==> config.mk <==
export PLATFORM = sky130hd
export DESIGN_NAME = s3m_pattern_unpacker_unit
export DESIGN_NICKNAME = d
export VERILOG_FILES = /design/src/design/s3mpu_pkg.sv /design/src/design/s3mpu_parser.sv /design/src/design/s3m_pattern_unpacker_unit.sv
export SDC_FILE = /design/constraint.sdc
export NUM_CORES = 1
export LEC_CHECK = 0
export BUFFER_PORTS_ARGS = -buffer_cell sky130_fd_sc_hd__buf_2
export CORE_UTILIZATION = 35
export DETAILED_ROUTE_END_ITERATION = 8
export SLEW_MARGIN = 20
export SYNTH_ARGS = -nofsm -noshare
export SYNTH_HDL_FRONTEND = slang
export SYNTH_SLANG_ARGS = --single-unit
==> constraint.sdc <==
create_clock -name clk -period 32.7 [get_ports clk]
set_input_delay 6.54 -clock clk [delete_from_list [all_inputs] [get_ports clk]]
set_output_delay 6.54 -clock clk [all_outputs]
set_load 0.1 [all_outputs]
==> src/design/s3mpu_pkg.sv <==
// Shared types, constants and byte-mapping functions for the packed pattern unpacker.
// No dependencies; used by s3mpu_parser and s3m_pattern_unpacker_unit.
`default_nettype none

package s3mpu_pkg;

  localparam int ROWS         = 64;
  localparam int MAX_CHANNELS = 32;

  localparam int ROW_W   = $clog2(ROWS + 1);
  localparam int CHAN_W  = 5;
  localparam int NUM_CH_W = 6;
  localparam int CNT_W   = 16;
  localparam int TDATA_IN_W  = 8;
  localparam int TUSER_IN_W  = 2;
  localparam int TDATA_OUT_W = 88;
  localparam int TUSER_OUT_W = 1;
  localparam int ADDR_W  = 3;
  localparam int APB_W   = 32;

  localparam logic [NUM_CH_W-1:0] NUM_CH_RESET = 6'd4;

  // register index, decoded from paddr[ADDR_W-1:2]
  localparam logic [ADDR_W-3:0] REG_NUM_CHANNELS = 1'b0;

  localparam logic [4:0] CMD_NONE  = 5'd0;
  localparam logic [4:0] CMD_BREAK = 5'd3;
  localparam logic [4:0] CMD_Z     = 5'd26;

  localparam logic [1:0] VK_NONE = 2'd0;
  localparam logic [1:0] VK_VOL  = 2'd1;
  localparam logic [1:0] VK_PAN  = 2'd2;

  typedef enum logic [6:0] {
    PH_MASK  = 7'b0000001,
    PH_NOTE  = 7'b0000010,
    PH_INSTR = 7'b0000100,
    PH_VOL   = 7'b0001000,
    PH_CMD   = 7'b0010000,
    PH_PARAM = 7'b0100000,
    PH_DONE  = 7'b1000000
  } phase_t;

  typedef struct packed {
    logic [1:0] kind;
    logic [6:0] value;
  } vol_t;

  typedef struct packed {
    logic [5:0]       row;
    logic [CHAN_W-1:0] channel;
    logic [7:0]       note;
    logic [7:0]       instrument;
    logic [1:0]       vol_kind;
    logic [6:0]       volume;
    logic [4:0]       command;
    logic [7:0]       param;
    logic             pattern_done;
    logic [CNT_W-1:0] zxx_left_count;
    logic [CNT_W-1:0] zxx_right_count;
    logic             zxx_high_seen;
  } cell_t;

  function automatic logic [7:0] note_map(input logic [7:0] b);
    logic [7:0] n;
    if (b < 8'hF0) begin
      n = {4'b0, b[3:0]} + ({4'b0, b[7:4]} * 8'd12) + 8'd13;
    end else if (b == 8'hFF) begin
      n = 8'd0;
    end else begin
      n = b;
    end
    return n;
  endfunction

  function automatic vol_t vol_map(input logic [7:0] b);
    vol_t v;
    if (b >= 8'd128 && b <= 8'd192) begin
      v.kind  = VK_PAN;
      v.value = 7'(b - 8'd128);
    end else begin
      v.kind  = VK_VOL;
      v.value = (b > 8'd64) ? 7'd64 : b[6:0];
    end
    return v;
  endfunction

  function automatic logic [4:0] cmd_map(input logic [7:0] b);
    logic [7:0] c;
    logic [4:0] r;
    c = b | 8'h40;
    if (b != 8'd0 && c >= 8'h41 && c <= 8'h5D) begin
      r = c[4:0];
    end else begin
      r = CMD_NONE;
    end
    return r;
  endfunction

  function automatic logic [7:0] bcd_to_bin(input logic [7:0] p);
    return ({4'b0, p[7:4]} * 8'd10) + {4'b0, p[3:0]};
  endfunction

endpackage

`default_nettype wire

==> src/design/s3mpu_parser.sv <==
// Byte-level parse state machine: row tracking, cell decode, Z statistics.
// Depends on s3mpu_pkg. Result is combinational from state and the accepted beat.
`default_nettype none

module s3mpu_parser (
  input  wire logic                          clk,
  input  wire logic                          rst,
  input  wire logic                          beat,
  input  wire logic [7:0]                    data_byte,
  input  wire logic                          pattern_start,
  input  wire logic                          module_start,
  input  wire logic [s3mpu_pkg::NUM_CH_W-1:0] num_channels,
  output logic                               res_valid,
  output s3mpu_pkg::cell_t                   res
);

  s3mpu_pkg::phase_t                   phase, phase_next;
  logic [s3mpu_pkg::ROW_W-1:0]         row_count, row_count_next;
  logic [7:0]                          mask, mask_next;
  logic                                skip_cell, skip_cell_next;
  logic [7:0]                          note_hold, note_hold_next;
  logic [7:0]                          instr_hold, instr_hold_next;
  s3mpu_pkg::vol_t                     vol_hold, vol_hold_next;
  logic [4:0]                          cmd_hold, cmd_hold_next;
  logic [s3mpu_pkg::CNT_W-1:0]         left_count, left_count_next;
  logic [s3mpu_pkg::CNT_W-1:0]         right_count, right_count_next;
  logic                                high_flag, high_flag_next;

  always_comb begin
    s3mpu_pkg::phase_t           ph;
    logic                        fin;
    logic                        done;
    logic [7:0]                  fin_param;
    logic [s3mpu_pkg::CHAN_W-1:0] chn;

    ph               = pattern_start ? s3mpu_pkg::PH_MASK : phase;
    row_count_next   = pattern_start ? '0 : row_count;
    left_count_next  = module_start ? '0 : left_count;
    right_count_next = module_start ? '0 : right_count;
    high_flag_next   = module_start ? 1'b0 : high_flag;
    phase_next       = ph;
    mask_next        = mask;
    skip_cell_next   = skip_cell;
    note_hold_next   = note_hold;
    instr_hold_next  = instr_hold;
    vol_hold_next    = vol_hold;
    cmd_hold_next    = cmd_hold;
    fin              = 1'b0;
    done             = 1'b0;
    fin_param        = 8'd0;
    chn              = data_byte[s3mpu_pkg::CHAN_W-1:0];

    unique case (ph)
      s3mpu_pkg::PH_MASK: begin
        if (data_byte == 8'd0) begin
          row_count_next = row_count_next + 1'b1;
          if (row_count_next >= s3mpu_pkg::ROW_W'(s3mpu_pkg::ROWS)) begin
            phase_next = s3mpu_pkg::PH_DONE;
            done       = 1'b1;
          end
        end else begin
          mask_next       = data_byte;
          skip_cell_next  = !(({1'b0, chn} < num_channels) &&
                              (32'(chn) < s3mpu_pkg::MAX_CHANNELS));
          note_hold_next  = 8'd0;
          instr_hold_next = 8'd0;
          vol_hold_next   = '0;
          cmd_hold_next   = s3mpu_pkg::CMD_NONE;
          priority if (data_byte[5]) phase_next = s3mpu_pkg::PH_NOTE;
          else if (data_byte[6])     phase_next = s3mpu_pkg::PH_VOL;
          else if (data_byte[7])     phase_next = s3mpu_pkg::PH_CMD;
          else                       phase_next = s3mpu_pkg::PH_MASK;
        end
      end
      s3mpu_pkg::PH_NOTE: begin
        note_hold_next = s3mpu_pkg::note_map(data_byte);
        phase_next     = s3mpu_pkg::PH_INSTR;
      end
      s3mpu_pkg::PH_INSTR: begin
        instr_hold_next = data_byte;
        priority if (mask[6]) phase_next = s3mpu_pkg::PH_VOL;
        else if (mask[7])     phase_next = s3mpu_pkg::PH_CMD;
        else                  fin = 1'b1;
      end
      s3mpu_pkg::PH_VOL: begin
        vol_hold_next = s3mpu_pkg::vol_map(data_byte);
        if (mask[7]) phase_next = s3mpu_pkg::PH_CMD;
        else         fin = 1'b1;
      end
      s3mpu_pkg::PH_CMD: begin
        cmd_hold_next = s3mpu_pkg::cmd_map(data_byte);
        phase_next    = s3mpu_pkg::PH_PARAM;
      end
      s3mpu_pkg::PH_PARAM: begin
        fin       = 1'b1;
        fin_param = data_byte;
      end
      s3mpu_pkg::PH_DONE: begin
      end
      default: begin
      end
    endcase

    if (fin) begin
      phase_next = s3mpu_pkg::PH_MASK;
      if (!skip_cell_next) begin
        if (cmd_hold_next == s3mpu_pkg::CMD_BREAK) fin_param = s3mpu_pkg::bcd_to_bin(fin_param);
        if (cmd_hold_next == s3mpu_pkg::CMD_Z) begin
          priority if (fin_param > 8'h0F) begin
            high_flag_next = 1'b1;
          end else if (fin_param < 8'h08) begin
            if (left_count_next != '1) left_count_next = left_count_next + 1'b1;
          end else if (fin_param > 8'h08) begin
            if (right_count_next != '1) right_count_next = right_count_next + 1'b1;
          end else begin
          end
        end
      end
    end

    res_valid = beat && (done || (fin && !skip_cell_next));

    res                 = '0;
    res.zxx_left_count  = left_count_next;
    res.zxx_right_count = right_count_next;
    res.zxx_high_seen   = high_flag_next;
    if (done) begin
      res.pattern_done = 1'b1;
    end else begin
      res.row        = row_count_next[5:0];
      res.channel    = mask_next[s3mpu_pkg::CHAN_W-1:0];
      res.note       = note_hold_next;
      res.instrument = instr_hold_next;
      res.vol_kind   = vol_hold_next.kind;
      res.volume     = vol_hold_next.value;
      res.command    = cmd_hold_next;
      res.param      = fin_param;
    end
  end

  always_ff @(posedge clk) begin
    if (rst) begin
      phase       <= s3mpu_pkg::PH_MASK;
      row_count   <= '0;
      mask        <= '0;
      skip_cell   <= 1'b0;
      note_hold   <= '0;
      instr_hold  <= '0;
      vol_hold    <= '0;
      cmd_hold    <= '0;
      left_count  <= '0;
      right_count <= '0;
      high_flag   <= 1'b0;
    end else if (beat) begin
      phase       <= phase_next;
      row_count   <= row_count_next;
      mask        <= mask_next;
      skip_cell   <= skip_cell_next;
      note_hold   <= note_hold_next;
      instr_hold  <= instr_hold_next;
      vol_hold    <= vol_hold_next;
      cmd_hold    <= cmd_hold_next;
      left_count  <= left_count_next;
      right_count <= right_count_next;
      high_flag   <= high_flag_next;
    end
  end

`ifndef NO_ASSERTIONS
  a_phase_onehot: assert property (@(posedge clk) disable iff (rst) $onehot(phase))
    else $error("parse phase not one-hot");

  a_row_bound: assert property (@(posedge clk) disable iff (rst)
    row_count <= s3mpu_pkg::ROW_W'(s3mpu_pkg::ROWS))
    else $error("row count past end of pattern");

  a_left_monotonic: assert property (@(posedge clk) disable iff (rst)
    beat && !module_start |=> left_count >= $past(left_count))
    else $error("left Z count went down without clear");

  a_done_phase: assert property (@(posedge clk) disable iff (rst)
    res_valid && res.pattern_done |=> phase == s3mpu_pkg::PH_DONE)
    else $error("end of pattern reported without entering done");
`endif

endmodule

`default_nettype wire

==> src/design/s3m_pattern_unpacker_unit.sv <==
// Packed pattern unpacker top level: APB register, parser, two-entry output buffer.
// Depends on s3mpu_pkg and s3mpu_parser.
//
// Usage:
//   Slave stream takes one packed pattern byte per beat in s_tdata; s_tuser carries
//   pattern_start (bit 0, restarts row and parser) and module_start (bit 1, clears Z stats).
//   Master stream gives one decoded cell per beat; m_tuser[0] is pattern_done.
//   num_channels is written over APB at byte address 0 while the block is idle.
// Output: a finished cell is registered into the output buffer and then shown on m_tvalid.
// Throughput: one byte per cycle while s_tready is high; parse state updates on each accepted byte.
// Bytes that finish no cell (masks, row ends, held fields) produce no beat.
// Reset: num_channels = 4, parser waits for a mask byte at row 0, stats cleared,
//   output buffer empty.
// Stall: results go to a two-entry output buffer; s_tready is low only while both
//   entries are full, so input keeps flowing while one result waits.
`default_nettype none

module s3m_pattern_unpacker_unit (
  input  wire logic                             clk,
  input  wire logic                             rst,
  input  wire logic                             s_tvalid,
  output logic                                  s_tready,
  input  wire logic [s3mpu_pkg::TDATA_IN_W-1:0]  s_tdata,   // [7:0] data_byte
  input  wire logic [s3mpu_pkg::TUSER_IN_W-1:0]  s_tuser,   // [0] pattern_start, [1] module_start
  output logic                                  m_tvalid,
  input  wire logic                             m_tready,
  // [5:0] row, [10:6] channel, [18:11] note, [26:19] instrument, [28:27] vol_kind,
  // [35:29] volume, [40:36] command, [48:41] param, [64:49] zxx_left_count,
  // [80:65] zxx_right_count, [81] zxx_high_seen, [87:82] zero
  output logic [s3mpu_pkg::TDATA_OUT_W-1:0]      m_tdata,
  output logic [s3mpu_pkg::TUSER_OUT_W-1:0]      m_tuser,   // [0] pattern_done
  input  wire logic                             psel,
  input  wire logic                             penable,
  input  wire logic                             pwrite,
  input  wire logic [s3mpu_pkg::ADDR_W-1:0]      paddr,
  input  wire logic [s3mpu_pkg::APB_W-1:0]       pwdata,
  output logic [s3mpu_pkg::APB_W-1:0]            prdata,
  output logic                                  pready
);

  logic [s3mpu_pkg::NUM_CH_W-1:0] num_channels;
  logic                           reg_sel;
  logic                           beat;
  logic                           res_valid;
  s3mpu_pkg::cell_t               res;
  logic                           main_valid, skid_valid;
  s3mpu_pkg::cell_t               main_cell, skid_cell;
  logic                           pop;

  assign pready  = 1'b1;
  assign reg_sel = (paddr[s3mpu_pkg::ADDR_W-1:2] == s3mpu_pkg::REG_NUM_CHANNELS);
  assign prdata  = reg_sel ? {{(s3mpu_pkg::APB_W-s3mpu_pkg::NUM_CH_W){1'b0}}, num_channels}
                           : '0;

  always_ff @(posedge clk) begin
    if (rst) begin
      num_channels <= s3mpu_pkg::NUM_CH_RESET;
    end else if (psel && penable && pwrite && pready && reg_sel) begin
      num_channels <= pwdata[s3mpu_pkg::NUM_CH_W-1:0];
    end
  end

  assign s_tready = !skid_valid;
  assign beat     = s_tvalid && s_tready;
  assign pop      = m_tvalid && m_tready;

  s3mpu_parser u_parser (
    .clk           (clk),
    .rst           (rst),
    .beat          (beat),
    .data_byte     (s_tdata[7:0]),
    .pattern_start (s_tuser[0]),
    .module_start  (s_tuser[1]),
    .num_channels  (num_channels),
    .res_valid     (res_valid),
    .res           (res)
  );

  always_ff @(posedge clk) begin
    if (rst) begin
      main_valid <= 1'b0;
      skid_valid <= 1'b0;
    end else if (pop || !main_valid) begin
      if (skid_valid) begin
        main_valid <= 1'b1;
        skid_valid <= 1'b0;
      end else begin
        main_valid <= res_valid;
      end
    end else if (res_valid) begin
      skid_valid <= 1'b1;
    end
  end

  always_ff @(posedge clk) begin
    if (pop || !main_valid) begin
      main_cell <= skid_valid ? skid_cell : res;
    end else if (res_valid) begin
      skid_cell <= res;
    end
  end

  assign m_tvalid = main_valid;
  assign m_tuser  = main_cell.pattern_done;
  assign m_tdata  = {6'b0,
                     main_cell.zxx_high_seen,
                     main_cell.zxx_right_count,
                     main_cell.zxx_left_count,
                     main_cell.param,
                     main_cell.command,
                     main_cell.volume,
                     main_cell.vol_kind,
                     main_cell.instrument,
                     main_cell.note,
                     main_cell.channel,
                     main_cell.row};

`ifndef NO_ASSERTIONS
  a_skid_order: assert property (@(posedge clk) disable iff (rst) skid_valid |-> main_valid)
    else $error("skid entry held with empty main entry");

  a_no_push_full: assert property (@(posedge clk) disable iff (rst)
    skid_valid && !pop |=> skid_valid && $stable(skid_cell))
    else $error("skid entry lost while stalled");

  a_drain: assert property (@(posedge clk) disable iff (rst)
    main_valid && !skid_valid && pop && !res_valid |=> !main_valid)
    else $error("output beat repeated");
`endif

endmodule

`default_nettype wire
Yosys cells after proc, flatten, opt, wreduce, memory -nomap -nowiden
Index checks and enable logic that the tools add are counted.

storage, ports and cells
  flip-flop bits (word level) = 260
  logic and storage cells = 162

cells by class
  add/sub/neg operators = 7
  $mul = 2
  order comparisons = 11
  equality and inequality tests = 11
  mux-type cells = 67
  bitwise operators = 3
  reductions and logical operators = 21

operator list
  operator                 count
  $mux W16                 15
  $mux W83                 1
  $mux W8                  10
  $mux W7                  11
  $mux W49                 1
  $pmux W7 S5              1
  $add A16 B1 Y16 const B  2
  $ne A16 B16 Y1 const B   2
  $pmux W8 S2              2
  $mux W5                  6
  $mux W9                  2
  $pmux W9 S2              1
  $gt A8 B4 Y1 const B     2
  $mux W1                  14
  $logic_and A1 B1 Y1      10
  $pmux W5 S2              1
  $add A4 B8 Y8            1
  $add A8 B4 Y8            1
  $add A8 B4 Y8 const B    1
  $eq A8 B8 Y1 const B     1
  $ge A8 B7 Y1 const B     1
  $ge A8 B8 Y1 const B     1
  $gt A8 B7 Y1 const B     1
  $le A8 B7 Y1 const B     1
  27 further kinds         33

Logic depth before layout (Yosys ltp)
Gate-level depths: netlist of the first run.

  depth after elaboration = 17
  gate-level depth with buffers = 20
  mapped depth without buffers = 16

Modules after synthesis
Synthesis of the first run repeated with hierarchy kept, for this count alone.

second synthesis, totals
  cells, all modules = 1284
  area, all modules = 13573.0 um^2

by module, submodules not included
  module                     times used  cells an instance  area an instance (um^2)
  s3m_pattern_unpacker_unit  1           337                6791.5
  s3mpu_parser               1           947                6781.5

Worst setup path after synthesis of the first run
OpenSTA, ideal clock, no wires.

  path type = input port to flip-flop
  start point = input port m_tready
  end point = register skid_cell[0] (netlist bit), enable pin
  arrival time = 14.374 ns
  data required time = 32.074 ns
  setup slack = 17.700 ns
  stages on the path = 2
  buffers on the path = 0
  cell sequence = nand2b_1 > nor3_1

on the way
  cells in the longest elaborated chain, start to end = 4

RTL lines
  item                                RTL line                         text
  start, declared                     s3m_pattern_unpacker_unit.sv:26  input wire logic m_tready,
  $logic_and A1 B1 Y1                 s3m_pattern_unpacker_unit.sv:65  assign pop = m_tvalid && m_tready;
  $logic_or A1 B1 Y1                  s3m_pattern_unpacker_unit.sv:96  if (pop || !main_valid) begin
  $not A1 Y1 (no source line)         --
  $reduce_and A2 Y1 (no source line)  --
  end signal, assigned                s3m_pattern_unpacker_unit.sv:99  skid_cell <= res;
  end, declared                       s3m_pattern_unpacker_unit.sv:47  s3mpu_pkg::cell_t main_cell, skid_cell;

Every way passes these cells.
A chain may end at the register's enable or synchronous reset.

Worst setup path after layout of the first run
  start point = input port paddr[2] (netlist bit)
  end point = output port prdata[1] (netlist bit)

on the way
  cells in the longest elaborated chain, start to end = 1

RTL lines
  item             RTL line                         text
  start, declared  s3m_pattern_unpacker_unit.sv:35  input wire logic [s3mpu_pkg::ADDR_W-1:0] paddr,
  $mux W6          s3m_pattern_unpacker_unit.sv:52  assign prdata = reg_sel ? {{(s3mpu_pkg::APB_W-s3mpu_pkg::NUM_CH_W){1'b0}}, num_channels}
  end, declared    s3m_pattern_unpacker_unit.sv:37  output logic [s3mpu_pkg::APB_W-1:0] prdata,

Every way passes these cells.

==> run metrics, run 1 <==
DRC 0; compound-cell area share of the yosys netlist 15.6%; most common flop cell mapped by yosys edfxtp_1; sequential element share of the synthesized area 49.9%; Post-Route WL 34.6 mm; max_cap viols 0; share of layout cells above drive strength 1 17.3%; fin crit period 13,900 ps; Worst slew margin 32.3%; Lkg Pwr 6.37 nW; Crit. End Element output pin; largest net degree at the start of global routing 79; crit-path max FO 7; largest family of logic cells by synthesized area simple AND/OR/NAND/NOR gates; Synth async-reset ratio 0%; total number of vias 10,500; die area 40,000 um2; count leader, synth edfxtp_1; synth warn 0; distinct cell type count after synthesis 84; Post-Synth Simple-Gate Area 18.4%; max-slew violation count 0; Worst VDD drop 0.0343 mV; # nets final 1,536; TritonRoute pass-1 iters 5; Post-CTS Resized 0; global placement routability congestion 0.881; PortBufs 114; Setup CP Type in -> out; multi-input logic area 6330 um2; status finished clean; fmax 71.9 MHz; Final Hold Slack 458 ps; worst slew pin tran 1020 ps; top post-synthesis cells by area edfxtp_1 (36%), dfxtp_1 (14%), mux2_2 (4.1%), nor2_1 (3.9%), nand2_1 (3.4%); antenna violations before repair 0; Filler cells 3,752; Post-CTS Hold Buffers 0; starting density of the core 35.5%; Area Growth Syn to Fin 14.0%; Post-DP HPWL 22.9 mm; # rows 72; Root Buffer clkbuf_16; via/cell ratio 5.30; clock buffer depth 3; final setup fails 0; Synth Area in Adders 3.35%; Iteration-0 DRC Markers 704; RSZ-0062 raised after global routing false; clk_lat worst skew 560 ps; Fin Clk Skew 20.8 ps; Top Metal Used met4; Total Neg Setup Slack 0 ps; Synth Cell Area 13,700 um2; Mean Syn Cell Area 10.1 um2; PwrDens 48.0 nW/um2; grt total ovfl 0; Die Span X 200 um; DIE HEIGHT 200 um; met3 WL 1.79 mm; Routed WL per cell 17.4 um; Clock Sinks 259; Worst EP required 26,160 ps; global-route wire length before repair 54.4 mm; mux cell area share after synthesis 5.05%; XOR/XNOR share of the synthesized area 2.62%; Mapped Cells 1,364; IO Pins 176; remaining antenna violation count 0; number of flops mapped to enable cells by yosys 166; ant diodes 0; Fin. Hold Viols 0; post-synth top area share 36.3%; setup bufs post-CTS 0; post-synth top area cell edfxtp_1; Startpoint Class primary input; GRT Util Overall 17.1%; vias in the first global route 9,887; total CTS buffers 29; CTS tree built; min-delay worst type reg -> reg; most common library cells after synthesis edfxtp_1 (166), nor2_1 (143), nand2_1 (124); Core ar. 38,600 um2; Clock Pin Slew Worst Setup and Hold Paths 60 ps; final worst path period share 42.5%; H-Tree Depth 1; flops & latches, synth 259; Register Area 6850 um2; WL met1 16.4 mm; arrival time worst endpoint 7360 ps; WL met2 15.7 mm
[worst max-delay path, cell delays in order]
cell and delay [ps]:
buf_2 150, nor2_1 200, buf_2 470
[final timing paths]
| kind | from | end | slack (ps) | cells past startpoint |
|---|---|---|---|---|
| worst min register to register | u_parser.mask[4]$_SDFFE_PP0P_ | u_parser.mask[4]$_SDFFE_PP0P_ | 460 | 2 |
| worst min-delay path | u_parser.mask[4]$_SDFFE_PP0P_ | u_parser.mask[4]$_SDFFE_PP0P_ | 460 | 2 |
| worst max register to register | u_parser.phase[5]$_SDFFE_PP0P_ | m_tdata[66]$_DFFE_PP_ | 26850 | 16 |
| worst max-delay path | paddr[2] | prdata[1] | 18800 | 3 |
[metrics by stage]
step	util, %	area, um2	power [mW]	instances	worst slack, ps
3_5_place_dp	38.0	14700	0.427	1936	18780
6_report	40.5	15700	0.751	1989	18800
3_3_place_gp	38.0	14700	0.426	1936	18780
5_1_grt	40.5	15700	0.778	1989	18780
4_1_cts	40.5	15700	0.760	1989	18780
2_1_floorplan	-	13800	0.415	1395	17700
[registers in the layout, indices dropped and copies added (netlist names), 5 cells and up]
signal                count
u_parser.left_count      16
u_parser.row_count        7
m_tdata                  82
u_parser.right_count     16
skid_cell                83
u_parser.mask             7
u_parser.phase            7
u_parser.vol_hold         9
u_parser.instr_hold       8
u_parser.note_hold        8
num_channels              6
u_parser.cmd_hold         5
[final cells by class]
cell class / instances / share of cell area (%)
Tap cell: 518 / 4.14
Inverter: 41 / 0.983
Clock inverter: 8 / 0.592
Clock buffer: 45 / 5.64
Timing Repair Buffer: 131 / 4.46
Sequential cell: 259 / 43.8
Multi-Input combinational cell: 987 / 40.4
[cells in the final DEF (no fill, tap or decap), drive strengths merged, types with 36 or more instances in the layout]
| master | instances |
|---|---|
| o21ai | 41 |
| dfxtp | 93 |
| mux2 | 50 |
| buf | 131 |
| o31ai | 37 |
| edfxtp | 166 |
| a21oi | 80 |
| nand2 | 124 |
| inv | 39 |
| nor3 | 36 |
| nor2 | 143 |
| clkbuf | 45 |
| nand3 | 36 |
[per-layer routing]
metal	track usage, %	vias to the layer above
met5	0	-
met4	4.92	0
met3	2.86	47
met2	26.9	250
met1	24.0	5078
li1	-	5161
[kinds of logic (layout without fill, tap and decap cells)]
family / count (synthesis) / after routing
muxes: 63 / 63
buffers and inverters: 149 / 225
xor gates and xnor gates: 41 / 41
adders and majority gates: 35 / 35
other: 2 / 33
and+or+nand+nor: 504 / 504
AOI/OAI and AO/OA: 311 / 311
DFF: 259 / 259
[power breakdown]
part           switching, mW  total, mW  internal (mW)  leakage (nW)
registers            0.00196      0.350          0.348          2.68
logic                 0.0569     0.0708         0.0139          3.21
clock network          0.130      0.330          0.200         0.482
total                  0.189      0.751          0.562          6.37
No activity file was read; power rests on OpenSTA's default activity.
==> run 2, diff against run 1 <==
clock period = 14.3 ns   (was 32.7 ns; I/O delays follow)
==> run metrics, run 2 (synthesis gave the netlist of run 1 again) <==
GRT Util Overall 17.3% (+0.26 points); via/cell ratio 5.36 (+1.3%); min-delay worst type reg -> reg; Fin. Hold Viols 0 (unchanged); Post-CTS Resized 0 (unchanged); max-slew violation count 0 (unchanged); Reg power frac 45.5% (-1.1 points); # nets final 1,536 (unchanged); WL met2 16.0 mm (+1.8%); IO Pins 176 (unchanged); global-route wire length before repair 55.1 mm (+1.3%); Clock Sinks 259 (unchanged); Post-CTS Hold Buffers 0 (unchanged); antenna violations before repair 0 (unchanged); met3 WL 1.82 mm (+1.7%); Worst VDD drop 0.0734 mV (+110%); critical path's slowest cell or4_1; max_cap viols 0 (unchanged); share of layout cells above drive strength 1 17.5% (+0.12 points); Fin Clk Skew 32.9 ps (+12.2 ps); worst slew pin tran 1020 ps (+8.61 ps); Lkg Pwr 6.37 nW (about the same); WL met1 16.8 mm (+2.5%); Setup CP Type in -> reg; power share of the clock group 45.3% (+1.3 points); total CTS buffers 29 (unchanged); Top Metal Used met4; total number of vias 10,700 (+1.3%); DIE HEIGHT 200 um (unchanged); Gate power share 9.2% (-0.2 points); Post-Route WL 35.2 mm (+2.0%); global placement routability congestion 0.897 (+1.8%); fin crit period 7840 ps; Crit. End Element flop; Final Power 1.76 mW (+130%); max reg flops 83 (unchanged); Worst slew margin 31.7% (-0.57 points); PwrDens 112 nW/um2 (+130%); TritonRoute pass-1 iters 5 (unchanged); crit-path max FO 26 (+19); slowest cell delay on critical path 810 ps (+340 ps); vias in the first global route 9,954 (+0.68%); ant diodes 0 (unchanged); finished layout cell area 15,700 um2 (+0.20%); worst-path cell chain buf_2 -> nor4_2 -> and2_1 -> nand2_1 -> inv_1 -> ha_1 -> ha_1 -> inv_1 -> fa_1 -> nand2b_1 -> nor3_1 -> a31oi_1 -> or4_1 -> a211oi_2 -> a2111oi_0 -> a221o_1; remaining antenna violation count 0 (unchanged); multi-input logic area 6330 um2 (unchanged); dpl cells 1,936 (unchanged); Root Buffer clkbuf_16; Die Span X 200 um (unchanged); PortBufs 114 (unchanged); Post-DP HPWL 23.0 mm (+0.22%); Worst EP required 14,590 ps (-11,570 ps); starting density of the core 35.5% (unchanged); Area Growth Syn to Fin 14.2%; Core ar. 38,600 um2 (unchanged); placed cell area 14,700 um2 (unchanged); Setup WS pre-CTS 6000 ps (-12,780 ps); Layout Utilization 40.6% (+0.081 points); top cell family by delay on the critical path simple AND/OR/NAND/NOR gates; die area 40,000 um2 (unchanged); fin cells 1,990 (+0.050%); grt total ovfl 0 (unchanged); slack of the critical path 6460 ps (-12,340 ps); Total Neg Setup Slack 0 ps (unchanged); status finished clean; final worst path period share 54.8%; commonest cells after routing, fill and taps aside edfxtp_1 (166), nor2_1 (142), nand2_1 (123); setup bufs post-CTS 0 (unchanged); DRC 0 (unchanged); RSZ-0062 raised after global routing false; Startpoint Class primary input; Filler cells 3,789 (+0.99%); Register Area 6850 um2 (unchanged); CTS tree built; Iteration-0 DRC Markers 782 (+11%); Clock Pin Slew Worst Setup and Hold Paths 70 ps (about the same); Net Sw Power 451 uW (+140%); fmax 128 MHz; clock buffer depth 3 (unchanged); largest net degree at the start of global routing 78 (-1.3%); clk_lat worst skew 580 ps (+20 ps); H-Tree Depth 1 (unchanged); # rows 72 (unchanged); Final Hold Slack 458 ps (+0.625 ps); commonest non-fill, non-tap cell in the layout edfxtp_1; Pint 1.31 mW (+130%); Routed WL per cell 17.7 um (+1.9%); final setup fails 0 (unchanged); WP buf/inv 3 (+1); arrival time worst endpoint 8130 ps (+770 ps); sw frac 25.7% (+0.57 points); register bank with the most flops skid_cell
==> run 2: cell types whose count changed in the layout (fill, tap and decap cells not counted) <==
cell	previous run	this run
inv_6	0	2
clkbuf_4	1	0
clkinv_4	1	0
clkbuf_16	31	29
bufinv_16	2	6
clkinv_1	3	9
clkinv_2	4	6
clkinvlp_4	0	3
clkbuf_1	8	1
clkbuf_8	5	0
==> run 2: layout make-up <==
| class | count | area share (%) |
|---|---|---|
| Inverter | 41 | 0.981 |
| Clock inverter | 24 | 1.76 |
| Multi-Input combinational cell | 987 | 40.3 |
| Clock buffer | 30 | 4.65 |
| Timing Repair Buffer | 131 | 4.45 |
| Sequential cell | 259 | 43.7 |
| Tap cell | 518 | 4.13 |
==> run 2: worst register-to-register path, stage by stage (launching register included) <==
cell and delay (ps):
dfxtp_1 590, nor4b_2 550, and2_1 400, nand2_1 160, inv_1 130, ha_1 240, ha_1 210, inv_1 70
fa_1 470, nand2b_1 200, nor3_1 360, a31oi_1 220, or4_1 810, a211oi_2 650, a2111oi_0 240, a221o_1 350
==> run 2: path summary, 6_finish.rpt <==
kind                                    to  cells past startpoint                            from  slack [ps]
max                  m_tdata[79]$_DFFE_PP_                     16                      s_tuser[0]        6460
min          u_parser.mask[4]$_SDFFE_PP0P_                      2   u_parser.mask[4]$_SDFFE_PP0P_         460
max reg2reg          m_tdata[79]$_DFFE_PP_                     15  u_parser.phase[5]$_SDFFE_PP0P_        8390
min reg2reg  u_parser.mask[4]$_SDFFE_PP0P_                      2   u_parser.mask[4]$_SDFFE_PP0P_         460
==> run 2: metal layers <==
metal / up-vias / global-route usage (%)
li1: 5151 / -
met1: 5212 / 24.8
met2: 265 / 27.2
met3: 46 / 2.30
met4: 0 / 5.17
met5: - / 0
==> run 2: power by group through the flow <==
stage	clock [mW]	combinational (mW)	sequential [mW]
2_1_floorplan	0	0.111	0.839
3_3_place_gp	0	0.159	0.816
3_5_place_dp	0	0.160	0.816
4_1_cts	0.816	0.161	0.800
5_1_grt	0.845	0.171	0.801
6_report	0.795	0.162	0.800
==> run 3, diff against run 2 <==
clock period = 6.94 ns   (was 14.3 ns; I/O delays follow)
==> run metrics, run 3 (synthesis gave the netlist of run 1 again) <==
status finished clean; TritonRoute pass-1 iters 7 (+2); Crit path depth 15 (-1); power share of the clock group 44.2% (-1.1 points); sw frac 25.1% (-0.55 points); slowest cell delay on critical path 760 ps (-50 ps); hold path cells 2 (unchanged); worst slew pin tran 1010 ps (-15.6 ps); WP buf/inv 3 (unchanged); Crit. End Element flop; crit-path max FO 17 (-35%); Root Buffer clkbuf_16; Core ar. 38,600 um2 (unchanged); fmax 167 MHz; PwrDens 226 nW/um2 (+100%); clk_lat worst skew 550 ps (-30 ps); dpl cells 1,941 (+0.26%); max_cap viols 0 (unchanged); Lkg Pwr 6.40 nW (+0.45%); Iteration-0 DRC Markers 1,038 (+33%); final worst path period share 86.3%; PortBufs 114 (unchanged); largest net degree at the start of global routing 84 (+7.7%); vias in the first global route 9,942 (-0.12%); Routed WL per cell 17.9 um (+1.1%); H-Tree Depth 1 (unchanged); IO Pins 176 (unchanged); Reg power frac 46.3% (+0.8 points); Startpoint Class primary input; Worst VDD drop 0.153 mV (+110%); Clock Sinks 259 (unchanged); setup bufs post-CTS 0 (unchanged); starting density of the core 35.5% (unchanged); die area 40,000 um2 (unchanged); CTS tree built; grt total ovfl 0 (unchanged); commonest non-fill, non-tap cell in the layout edfxtp_1; Worst EP required 7230 ps (-7360 ps); global placement routability congestion 0.866 (-3.5%); Setup CP Type in -> reg; Die Span X 200 um (unchanged); total CTS buffers 28 (-3.4%); Net Sw Power 896 uW (+98%); fin cells 1,994 (+0.20%); top cell family by delay on the critical path simple AND/OR/NAND/NOR gates; Post-DP HPWL 23.5 mm (+2.4%); Post-Route WL 35.7 mm (+1.3%); Worst slew margin 32.6% (+0.88 points); total number of vias 10,700 (+0.22%); reg2reg path depth 14 (-1); DRC 0 (unchanged); max reg flops 83 (unchanged); arrival time worst endpoint 6280 ps (-1850 ps); min-delay worst type reg -> reg; commonest cells after routing, fill and taps aside edfxtp_1 (166), nor2_1 (142), nand2_1 (122); RSZ-0062 raised after global routing false; global-route wire length before repair 56.0 mm (+1.7%); share of layout cells above drive strength 1 17.9% (+0.44 points); Post-CTS Hold Buffers 0 (unchanged); Area Growth Syn to Fin 14.6%; via/cell ratio 5.37 (about the same); # rows 72 (unchanged); DIE HEIGHT 200 um (unchanged); Total Neg Setup Slack 0 ps (unchanged); fin crit period 5990 ps; Gate power share 9.5% (+0.3 points); remaining antenna violation count 0 (unchanged); register bank with the most flops skid_cell; worst-path cell chain buf_2 -> nor4_2 -> nand3_1 -> inv_1 -> ha_1 -> ha_1 -> inv_1 -> fa_1 -> nand2b_1 -> nor3_1 -> a31oi_1 -> or4_1 -> a211o_1 -> mux2_2 -> mux2_2; antenna violations before repair 1 (+1); clock buffer depth 3 (unchanged); critical path's slowest cell or4_1; Clock Pin Slew Worst Setup and Hold Paths 60 ps (about the same); final setup fails 0 (unchanged); max-slew violation count 0 (unchanged); Pint 2.67 mW (+100%); Fin. Hold Viols 0 (unchanged); GRT Util Overall 17.7% (+0.34 points); Fin Clk Skew 21.9 ps (-11.1 ps); Post-CTS Resized 0 (unchanged); # nets final 1,540 (+0.26%)
[run 3: final cells by class]
| type | instances | area (um2) |
|---|---|---|
| fillers | 3755 | 22900 |
| flip-flops and latches | 259 | 6850 |
| multi-input cells | 987 | 6360 |
| clock buffers | 38 | 769 |
| repair buffers | 136 | 748 |
| well taps | 518 | 648 |
| clock inverters | 14 | 195 |
| inverters | 41 | 166 |
| diodes | 1 | 2.50 |
[run 3: per-layer routing]
layer / vias up / track usage [%] / share of wire [%]
met1: 5162 / 25.9 / 48
li1: 5158 / - / -
met5: - / 0 / 0
met2: 330 / 27.4 / 44
met3: 48 / 2.40 / 5.6
met4: 0 / 4.16 / 1.8
[run 3: power by group through the flow]
stage	logic [mW]	registers (mW)	clock network (mW)
final	0.338	1.65	1.57
after global routing	0.359	1.65	1.68
after detailed placement	0.336	1.68	0
after CTS	0.337	1.65	1.62
after floorplan	0.231	1.73	0
after global placement	0.332	1.68	0
[run 3: path summary, 6_finish.rpt]
path,start,endpoint,slack (ps)
min,u_parser.mask[1]$_SDFFE_PP0P_,u_parser.mask[1]$_SDFFE_PP0P_,460
min reg2reg,u_parser.mask[1]$_SDFFE_PP0P_,u_parser.mask[1]$_SDFFE_PP0P_,460
max reg2reg,u_parser.phase[5]$_SDFFE_PP0P_,m_tdata[66]$_DFFE_PP_,1290
max,s_tuser[0],m_tdata[66]$_DFFE_PP_,950
[run 3: worst register-to-register path, delay by kind of cell, from the launching register on]
family	cells	cell delay, ps
AOI/OAI and AO/OA	2	780
adders and majority gates	3	930
buffers and inverters	2	340
DFF	1	610
muxes	2	630
and+or+nand+nor	5	2110
[run 3: through the flow]
stage	power, mW	hold WS [ps]	instance area (um2)	setup WS (ps)	util (%)
floorplan	1.96	437	13900	467	-
global placement	2.01	443	14800	514	38.2
detailed placement	2.02	455	14800	497	38.2
CTS	3.60	463	15700	1050	40.7
global route	3.69	487	15700	617	40.7
finish	3.56	462	15700	952	40.7
